$ cat src/hw/rtl/ubd_pkg.sv
`default_nettype none

package ubd_pkg;

  // Field widths
  localparam int unsigned ByteW  = 8;
  localparam int unsigned CpW    = 21;
  localparam int unsigned NeedW  = 3;
  localparam int unsigned TakenW = 2;
  localparam int unsigned CntW   = 3;

  // Replacement character U+FFFD
  localparam logic [CpW-1:0] ReplCp = 21'h00FFFD;

  // Lead byte prefixes
  localparam logic [1:0] ContTag  = 2'b10;
  localparam logic [2:0] Lead2Tag = 3'b110;
  localparam logic [3:0] Lead3Tag = 4'b1110;
  localparam logic [4:0] Lead4Tag = 5'b11110;

  // Continuations still needed after each lead
  localparam logic [NeedW-1:0] Need2 = 3'd1;
  localparam logic [NeedW-1:0] Need3 = 3'd2;
  localparam logic [NeedW-1:0] Need4 = 3'd3;

  // Work for one byte: repl_cnt replacements, then an optional decoded value
  typedef struct packed {
    logic [CntW-1:0] repl_cnt;
    logic            has_val;
    logic [CpW-1:0]  cp;
    logic            str_end;
  } desc_t;

endpackage

`default_nettype wire

$ cat src/hw/rtl/utf8_byte_stream_decoder_unit.sv
// A byte's descriptor is written into the queue, then loaded into the output register.
// Throughput: one byte per cycle while each byte yields at most one result and
// out_stall_i is low; a byte yielding several results (up to four) holds the output
// stage until all have gone out, and the front keeps accepting until the queue is full.
// Reset: sequence state cleared, queue empty, no result valid.
`default_nettype none

module utf8_byte_stream_decoder_unit #(
  parameter int unsigned QueueDepth = 2
) (
  input  wire logic                      clk_i,
  input  wire logic                      rst_ni,
  input  wire logic                      in_valid_i,
  output logic                           in_stall_o,
  input  wire logic [ubd_pkg::ByteW-1:0] byte_in_i,
  input  wire logic                      string_end_i,
  output logic                           out_valid_o,
  input  wire logic                      out_stall_i,
  output logic [ubd_pkg::CpW-1:0]        code_point_o,
  output logic                           is_replacement_o,
  output logic                           run_last_o,
  output logic                           string_last_o
);

  logic           push, pop, full, empty;
  ubd_pkg::desc_t push_desc, head;

  // Front: decode bytes into result words
  ubd_front u_front (
    .clk_i        (clk_i),
    .rst_ni       (rst_ni),
    .in_valid_i   (in_valid_i),
    .in_stall_o   (in_stall_o),
    .byte_in_i    (byte_in_i),
    .string_end_i (string_end_i),
    .full_i       (full),
    .push_o       (push),
    .push_desc_o  (push_desc)
  );

  // Queue between front and back
  ubd_queue #(
    .Depth (QueueDepth)
  ) u_queue (
    .clk_i       (clk_i),
    .rst_ni      (rst_ni),
    .push_i      (push),
    .push_desc_i (push_desc),
    .pop_i       (pop),
    .full_o      (full),
    .empty_o     (empty),
    .head_o      (head)
  );

  // Back: emit the results of each word
  ubd_back u_back (
    .clk_i            (clk_i),
    .rst_ni           (rst_ni),
    .empty_i          (empty),
    .head_i           (head),
    .pop_o            (pop),
    .out_valid_o      (out_valid_o),
    .out_stall_i      (out_stall_i),
    .code_point_o     (code_point_o),
    .is_replacement_o (is_replacement_o),
    .run_last_o       (run_last_o),
    .string_last_o    (string_last_o)
  );

`ifndef SYNTH
  // front never pushes into a full queue
  a_no_push_full: assert property (@(posedge clk_i) disable iff (!rst_ni)
    !(push && full))
    else $error("push into full queue");

  // every queued word carries between one and four results
  a_word_size: assert property (@(posedge clk_i) disable iff (!rst_ni)
    !empty |-> (head.repl_cnt != '0 || head.has_val) &&
               (head.repl_cnt + ubd_pkg::CntW'(head.has_val) <= ubd_pkg::CntW'(4)))
    else $error("queued word has bad result count");

  // end of string only on the last result of a byte
  a_str_last: assert property (@(posedge clk_i) disable iff (!rst_ni)
    out_valid_o && string_last_o |-> run_last_o)
    else $error("string_last without run_last");
`endif

endmodule

`default_nettype wire

$ cat src/hw/rtl/ubd_front.sv
`default_nettype none

module ubd_front (
  input  wire logic                      clk_i,
  input  wire logic                      rst_ni,
  input  wire logic                      in_valid_i,
  output logic                           in_stall_o,
  input  wire logic [ubd_pkg::ByteW-1:0] byte_in_i,
  input  wire logic                      string_end_i,
  input  wire logic                      full_i,
  output logic                           push_o,
  output ubd_pkg::desc_t                 push_desc_o
);

  logic [ubd_pkg::CpW-1:0]    pv_q, pv_d;
  logic [ubd_pkg::NeedW-1:0]  need_q, need_d;
  logic [ubd_pkg::TakenW-1:0] taken_q, taken_d;
  logic [ubd_pkg::CntW-1:0]   rc;
  logic                       hv;
  logic [ubd_pkg::CpW-1:0]    cp;
  logic                       as_lead;
  logic [ubd_pkg::CpW-1:0]    pv_ext;
  logic                       accept;

  assign in_stall_o = full_i;
  assign accept     = in_valid_i && !full_i;
  assign pv_ext     = {pv_q[ubd_pkg::CpW-7:0], byte_in_i[5:0]};

  // Classify the byte against the open sequence and work out its results
  always_comb begin
    pv_d    = pv_q;
    need_d  = need_q;
    taken_d = taken_q;
    rc      = '0;
    hv      = 1'b0;
    cp      = '0;
    as_lead = 1'b1;

    if (need_q != '0) begin
      if (byte_in_i[7:6] == ubd_pkg::ContTag) begin
        as_lead = 1'b0;
        if (need_q == ubd_pkg::NeedW'(1)) begin
          hv      = 1'b1;
          cp      = pv_ext;
          pv_d    = '0;
          need_d  = '0;
          taken_d = '0;
        end else begin
          pv_d    = pv_ext;
          need_d  = need_q - ubd_pkg::NeedW'(1);
          taken_d = taken_q + ubd_pkg::TakenW'(1);
        end
      end else begin
        // broken sequence: lead plus continuations taken
        rc      = ubd_pkg::CntW'(taken_q) + ubd_pkg::CntW'(1);
        pv_d    = '0;
        need_d  = '0;
        taken_d = '0;
      end
    end

    if (as_lead) begin
      if (!byte_in_i[7]) begin
        hv = 1'b1;
        cp = ubd_pkg::CpW'(byte_in_i);
      end else if (byte_in_i[7:5] == ubd_pkg::Lead2Tag) begin
        pv_d    = ubd_pkg::CpW'(byte_in_i[4:0]);
        need_d  = ubd_pkg::Need2;
        taken_d = '0;
      end else if (byte_in_i[7:4] == ubd_pkg::Lead3Tag) begin
        pv_d    = ubd_pkg::CpW'(byte_in_i[3:0]);
        need_d  = ubd_pkg::Need3;
        taken_d = '0;
      end else if (byte_in_i[7:3] == ubd_pkg::Lead4Tag) begin
        pv_d    = ubd_pkg::CpW'(byte_in_i[2:0]);
        need_d  = ubd_pkg::Need4;
        taken_d = '0;
      end else begin
        rc = rc + ubd_pkg::CntW'(1);
      end
    end

    // truncated string: flush what is still open
    if (string_end_i && need_d != '0) begin
      rc      = rc + ubd_pkg::CntW'(taken_d) + ubd_pkg::CntW'(1);
      pv_d    = '0;
      need_d  = '0;
      taken_d = '0;
    end
  end

  assign push_o               = accept && (rc != '0 || hv);
  assign push_desc_o.repl_cnt = rc;
  assign push_desc_o.has_val  = hv;
  assign push_desc_o.cp       = cp;
  assign push_desc_o.str_end  = string_end_i;

  // Sequence state
  always_ff @(posedge clk_i or negedge rst_ni) begin
    if (!rst_ni) begin
      pv_q    <= '0;
      need_q  <= '0;
      taken_q <= '0;
    end else if (accept) begin
      pv_q    <= pv_d;
      need_q  <= need_d;
      taken_q <= taken_d;
    end
  end

endmodule

`default_nettype wire

$ cat src/hw/rtl/ubd_queue.sv
`default_nettype none

module ubd_queue #(
  parameter int unsigned Depth = 2
) (
  input  wire logic           clk_i,
  input  wire logic           rst_ni,
  input  wire logic           push_i,
  input  wire ubd_pkg::desc_t push_desc_i,
  input  wire logic           pop_i,
  output logic                full_o,
  output logic                empty_o,
  output ubd_pkg::desc_t      head_o
);

  localparam int unsigned PtrW = $clog2(Depth);
  localparam int unsigned FillW = $clog2(Depth + 1);

  ubd_pkg::desc_t   mem_q [Depth];
  logic [PtrW-1:0]  wr_ptr_q, rd_ptr_q;
  logic [FillW-1:0] fill_q;
  logic             do_push, do_pop;

  assign full_o  = fill_q == FillW'(Depth);
  assign empty_o = fill_q == '0;
  assign head_o  = mem_q[rd_ptr_q];
  assign do_push = push_i && !full_o;
  assign do_pop  = pop_i && !empty_o;

  // Storage
  always_ff @(posedge clk_i) begin
    if (do_push) begin
      mem_q[wr_ptr_q] <= push_desc_i;
    end
  end

  // Pointers and fill level
  always_ff @(posedge clk_i or negedge rst_ni) begin
    if (!rst_ni) begin
      wr_ptr_q <= '0;
      rd_ptr_q <= '0;
      fill_q   <= '0;
    end else begin
      if (do_push) begin
        wr_ptr_q <= (wr_ptr_q == PtrW'(Depth - 1)) ? '0 : wr_ptr_q + PtrW'(1);
      end
      if (do_pop) begin
        rd_ptr_q <= (rd_ptr_q == PtrW'(Depth - 1)) ? '0 : rd_ptr_q + PtrW'(1);
      end
      if (do_push && !do_pop) begin
        fill_q <= fill_q + FillW'(1);
      end else if (do_pop && !do_push) begin
        fill_q <= fill_q - FillW'(1);
      end
    end
  end

endmodule

`default_nettype wire

$ cat src/hw/rtl/ubd_back.sv
`default_nettype none

module ubd_back (
  input  wire logic                    clk_i,
  input  wire logic                    rst_ni,
  input  wire logic                    empty_i,
  input  wire ubd_pkg::desc_t          head_i,
  output logic                         pop_o,
  output logic                         out_valid_o,
  input  wire logic                    out_stall_i,
  output logic [ubd_pkg::CpW-1:0]      code_point_o,
  output logic                         is_replacement_o,
  output logic                         run_last_o,
  output logic                         string_last_o
);

  logic [ubd_pkg::CntW-1:0] idx_q;
  logic [ubd_pkg::CntW-1:0] total;
  logic                     is_repl, is_final, load;
  logic                     out_valid_q;
  logic [ubd_pkg::CpW-1:0]  cp_q;
  logic                     repl_q, run_last_q, str_last_q;

  // Which result of the head word goes out next
  assign total    = head_i.repl_cnt + ubd_pkg::CntW'(head_i.has_val);
  assign is_repl  = idx_q < head_i.repl_cnt;
  assign is_final = (idx_q + ubd_pkg::CntW'(1)) == total;
  assign load     = !empty_i && (!out_valid_q || !out_stall_i);
  assign pop_o    = load && is_final;

  // Control
  always_ff @(posedge clk_i or negedge rst_ni) begin
    if (!rst_ni) begin
      out_valid_q <= 1'b0;
      idx_q       <= '0;
    end else begin
      if (load) begin
        out_valid_q <= 1'b1;
        idx_q       <= is_final ? '0 : idx_q + ubd_pkg::CntW'(1);
      end else if (!out_stall_i) begin
        out_valid_q <= 1'b0;
      end
    end
  end

  // Output register
  always_ff @(posedge clk_i) begin
    if (load) begin
      cp_q       <= is_repl ? ubd_pkg::ReplCp : head_i.cp;
      repl_q     <= is_repl;
      run_last_q <= is_final;
      str_last_q <= is_final && head_i.str_end;
    end
  end

  assign out_valid_o      = out_valid_q;
  assign code_point_o     = cp_q;
  assign is_replacement_o = repl_q;
  assign run_last_o       = run_last_q;
  assign string_last_o    = str_last_q;

endmodule

`default_nettype wire

$ cat config.mk
export PLATFORM = sky130hd
export DESIGN_NAME = utf8_byte_stream_decoder_unit
export DESIGN_NICKNAME = d
export VERILOG_FILES = /design/src/hw/rtl/ubd_pkg.sv /design/src/hw/rtl/utf8_byte_stream_decoder_unit.sv /design/src/hw/rtl/ubd_front.sv /design/src/hw/rtl/ubd_queue.sv /design/src/hw/rtl/ubd_back.sv
export SDC_FILE = /design/constraint.sdc
export NUM_CORES = 1
export LEC_CHECK = 0
export ABC_AREA = 0
export ABC_CLOCK_PERIOD_IN_PS = 6700
export BUFFER_PORTS_ARGS = -buffer_cell sky130_fd_sc_hd__buf_2
export CAP_MARGIN = 40
export CORE_ASPECT_RATIO = 1.25
export CORE_MARGIN = 8
export CORE_UTILIZATION = 35
export CTS_BUF_LIST = sky130_fd_sc_hd__clkbuf_2
export DETAILED_ROUTE_END_ITERATION = 16
export GPL_TIMING_DRIVEN = 0
export PLACE_DENSITY = 0.54
export SYNTH_ARGS = -nofsm -noshare
export SYNTH_HDL_FRONTEND = slang
export SYNTH_SLANG_ARGS = --single-unit
$ cat constraint.sdc
create_clock -name clk_i -period 6.7 [get_ports clk_i]
set_clock_uncertainty 0.1 [all_clocks]
set_input_delay 1.34 -clock clk_i [delete_from_list [all_inputs] [get_ports clk_i]]
set_output_delay 1.34 -clock clk_i [all_outputs]
set_load 0.1 [all_outputs]
==> results.yml <==
run_status:
  outcome: "finished clean"
cells_and_area:
  area_growth_pct: 13.4
  drive_gt1_share_pct: 19.0
  nets: 416
die:
  initial_utilization_pct: 36.0
  dieArea_sq_mm: 0.0170
  die_h_um: 144
  die_w_um: 118
  fp.coreArea_sq_mm: 0.0127
  io_pins: 39
  row_count: 46
global_route:
  grt_max_degree: 29
  grtUsageTotal_pct: 10.4
  grt_pass1_vias: 2662
  grt-ovfl-total: 0
  grt_antenna_before_repair: 1
  grt_pass1_wl_um: 13800
synthesis:
  synth_top_area_share_pct: 49.8
  synth_warnings: 0
  synth_commonest_cells: "edfxtp_1, nand2_1, dfrtp_1"
  synth-edff-count: 76
  ys_ff_latch: 104
  yosysTopAreaCell: "edfxtp_1"
  synthCells: 337
  yosysUniqueCellTypes: 49
  ys_async_sr_fraction_pct: 26.9
  syn-cell-area_sq_mm: 0.00458
  yosysMostFrequentCell: "edfxtp_1"
  synth_fp_nets: 363
  synth_ff_type: "edfxtp_1"
  synth.area.top_cells: "edfxtp_1, dfrtp_1, mux2i_1"
  seq_area_frac_synth_pct: 65.1
  avgSynthCellArea_sq_um: 13.6
critical_path:
  rr_worst_depth: 15
  arrival_ns: 4.48
  crit_type: "flip-flop to flip-flop"
  r2r_start: "u_front.need_q[0]$_DFFE_PN0P_"
  r2r-end: "u_queue.mem_q[0][11]$_DFFE_PP_"
  cp-start-kind: "flip-flop"
  path_max_fanout: 16
  crit_path_start: "u_front.need_q[0]$_DFFE_PN0P_"
  crit_path_end_kind: "flip-flop"
  required_ns: 6.88
  r2r_slack_ns: 2.40
clock_network:
  cts_tree: "done"
  cts.repair.resized: 0
  clkLatencyLatePin_ns: 0.56
  cts_setup_buffers: 0
  cts-root-buf: "clkbuf_2"
  numClockSinks: 104
  ctsHtreeMaxLevel: 3
  path_clk_slew_ns: 0.24
  ctsHoldBuffers: 0
  cts_buffers: 9
  cts_max_path_buffers: 2
min_path:
  whs_endpoint: "u_back.out_valid_o$_DFFE_PN0P_"
  whs_path_depth: 2
  min_path_type: "flip-flop to flip-flop"
  worstHoldStart: "u_back.out_valid_o$_DFFE_PN0P_"
sta:
  hold_viol_final: 0
  drv_slew: 0
  fin_setup_tns_ns: 0
  slew_headroom_pct: 48.5
  timing.final.crit_share_pct: 64.2
  fmax_mhz: 233
  max_slew.worst_pin.slew_ns: 0.768
  setup_viol: 0
  rsz0062_at_grt: "false"
  period_minus_slack_ns: 4.30
drt:
  dr.pass1.iters: 5
  drc: 0
  vias: 2703
  wl_per_cell_um: 15.1
  routed_wl_um: 8520
  ant_nets: 0
  dr.first_iter.drc_count: 180
  vias_per_cell: 4.79
run:
  cap_violations: 0
placed_design:
  io_buffers: 38
  globalplace.congestion: 0.807
  dp_hpwl_um: 6200
-- state kept, by name, summed over array words and instances (netlist names), 2 cells and up --
| signal | count |
|---|---|
| u_queue.fill_q | 2 |
| u_front.pv_q | 15 |
| u_back.code_point_o | 21 |
| u_front.need_q | 3 |
| u_back.idx_q | 3 |
| u_queue.mem_q | 52 |
| u_front.taken_q | 2 |
-- per-stage QoR --
step | worst slack (ns) | hold WS [ns] | instance area, sq um | util [%] | std cells
after floorplan | 1.77 | 0.355 | 4580 | - | 337
after global placement | 0.684 | 0.360 | 4980 | 39.2 | 543
after detailed placement | 1.72 | 0.375 | 5050 | 39.7 | 547
after CTS | 2.29 | 0.424 | 5190 | 40.8 | 563
after global routing | 2.06 | 0.444 | 5190 | 40.8 | 564
final | 2.40 | 0.411 | 5190 | 40.8 | 564
-- worst max-delay path, cell delays in order, from the launching register on --
cell and delay (ns):
dfrtp_1 0.47, inv_1 0.13, ha_1 0.26, or2b_1 0.33
nand2_1 0.11, nor2_1 0.05, ha_1 0.29, a31oi_1 0.32
inv_1 0.11, fa_1 0.42, nand2_1 0.07, a31oi_1 0.05
xnor2_1 0.31, o2bb2ai_2 0.18, nor2b_2 0.57, buf_8 0.26
-- metal layers --
metal / track usage [%] / part of all wire [%] / vias to the layer above
li1: - / - / 1338
met1: 12.2 / 45 / 1303
met2: 17.1 / 49 / 49
met3: 2.71 / 4.1 / 13
met4: 5.74 / 2.1 / 0
met5: 0 / 0 / -
-- final cells by class --
cell class	count	area (sq um)
antenna	1	2.50
buffer	12	67.6
fill	1207	7520
inverter	12	45.0
timing repair buffer	42	263
multi-input combinational	209	1490
sequential	104	2980
clock buffer	12	60.1
clock inverter	4	77.6
tap	168	210
-- logic make-up (layout without fill, tap and decap cells) --
family          after synthesis  after routing  share of synthesized area (%)
mux                          28             28                           6.23
fa+ha+maj                    13             13                           3.72
compound gates               56             56                           9.67
flops                       104            104                           65.1
other cells                   0              1                              0
xor+xnor                     11             11                           2.10
buf+inv                      24             82                           2.46
simple gates                101            101                           10.7
-- worst max-delay path by stage --
stage,cells after the start,endpoint,slack (ns)
finish,15,u_queue.mem_q[0][11]$_DFFE_PP_,2.40
global route,15,u_queue.mem_q[0][11]$_DFFE_PP_,2.06
CTS,15,u_queue.mem_q[0][11]$_DFFE_PP_,2.29
detailed placement,13,u_queue.mem_q[0][7]$_DFFE_PP_,1.72
global placement,12,u_queue.mem_q[0][7]$_DFFE_PP_,0.68
floorplan,11,u_queue.mem_q[0][0]$_DFFE_PP_,1.77
-- cell usage in the layout (no fill, tap or decap), types with 3 or more instances in the layout --
| cell type | count |
|---|---|
| a21o_1 | 3 |
| a21oi_1 | 6 |
| a22o_1 | 13 |
| a31oi_1 | 3 |
| a32o_1 | 3 |
| and2_1 | 24 |
| buf_2 | 41 |
| buf_8 | 3 |
| clkbuf_1 | 5 |
| clkbuf_2 | 12 |
| dfrtp_1 | 28 |
| edfxtp_1 | 76 |
| ha_1 | 12 |
| inv_1 | 11 |
| mux2_2 | 3 |
| mux2i_1 | 24 |
| nand2_1 | 40 |
| nand2b_1 | 3 |
| nand3_1 | 5 |
| nor2_1 | 16 |
| nor3_1 | 5 |
| o21ai_0 | 9 |
| o22ai_1 | 3 |
| xnor2_1 | 7 |
| xor2_1 | 4 |
Power is not shown: default switching activity piles up to over one toggle a cycle in this logic, so the estimate is an artifact.
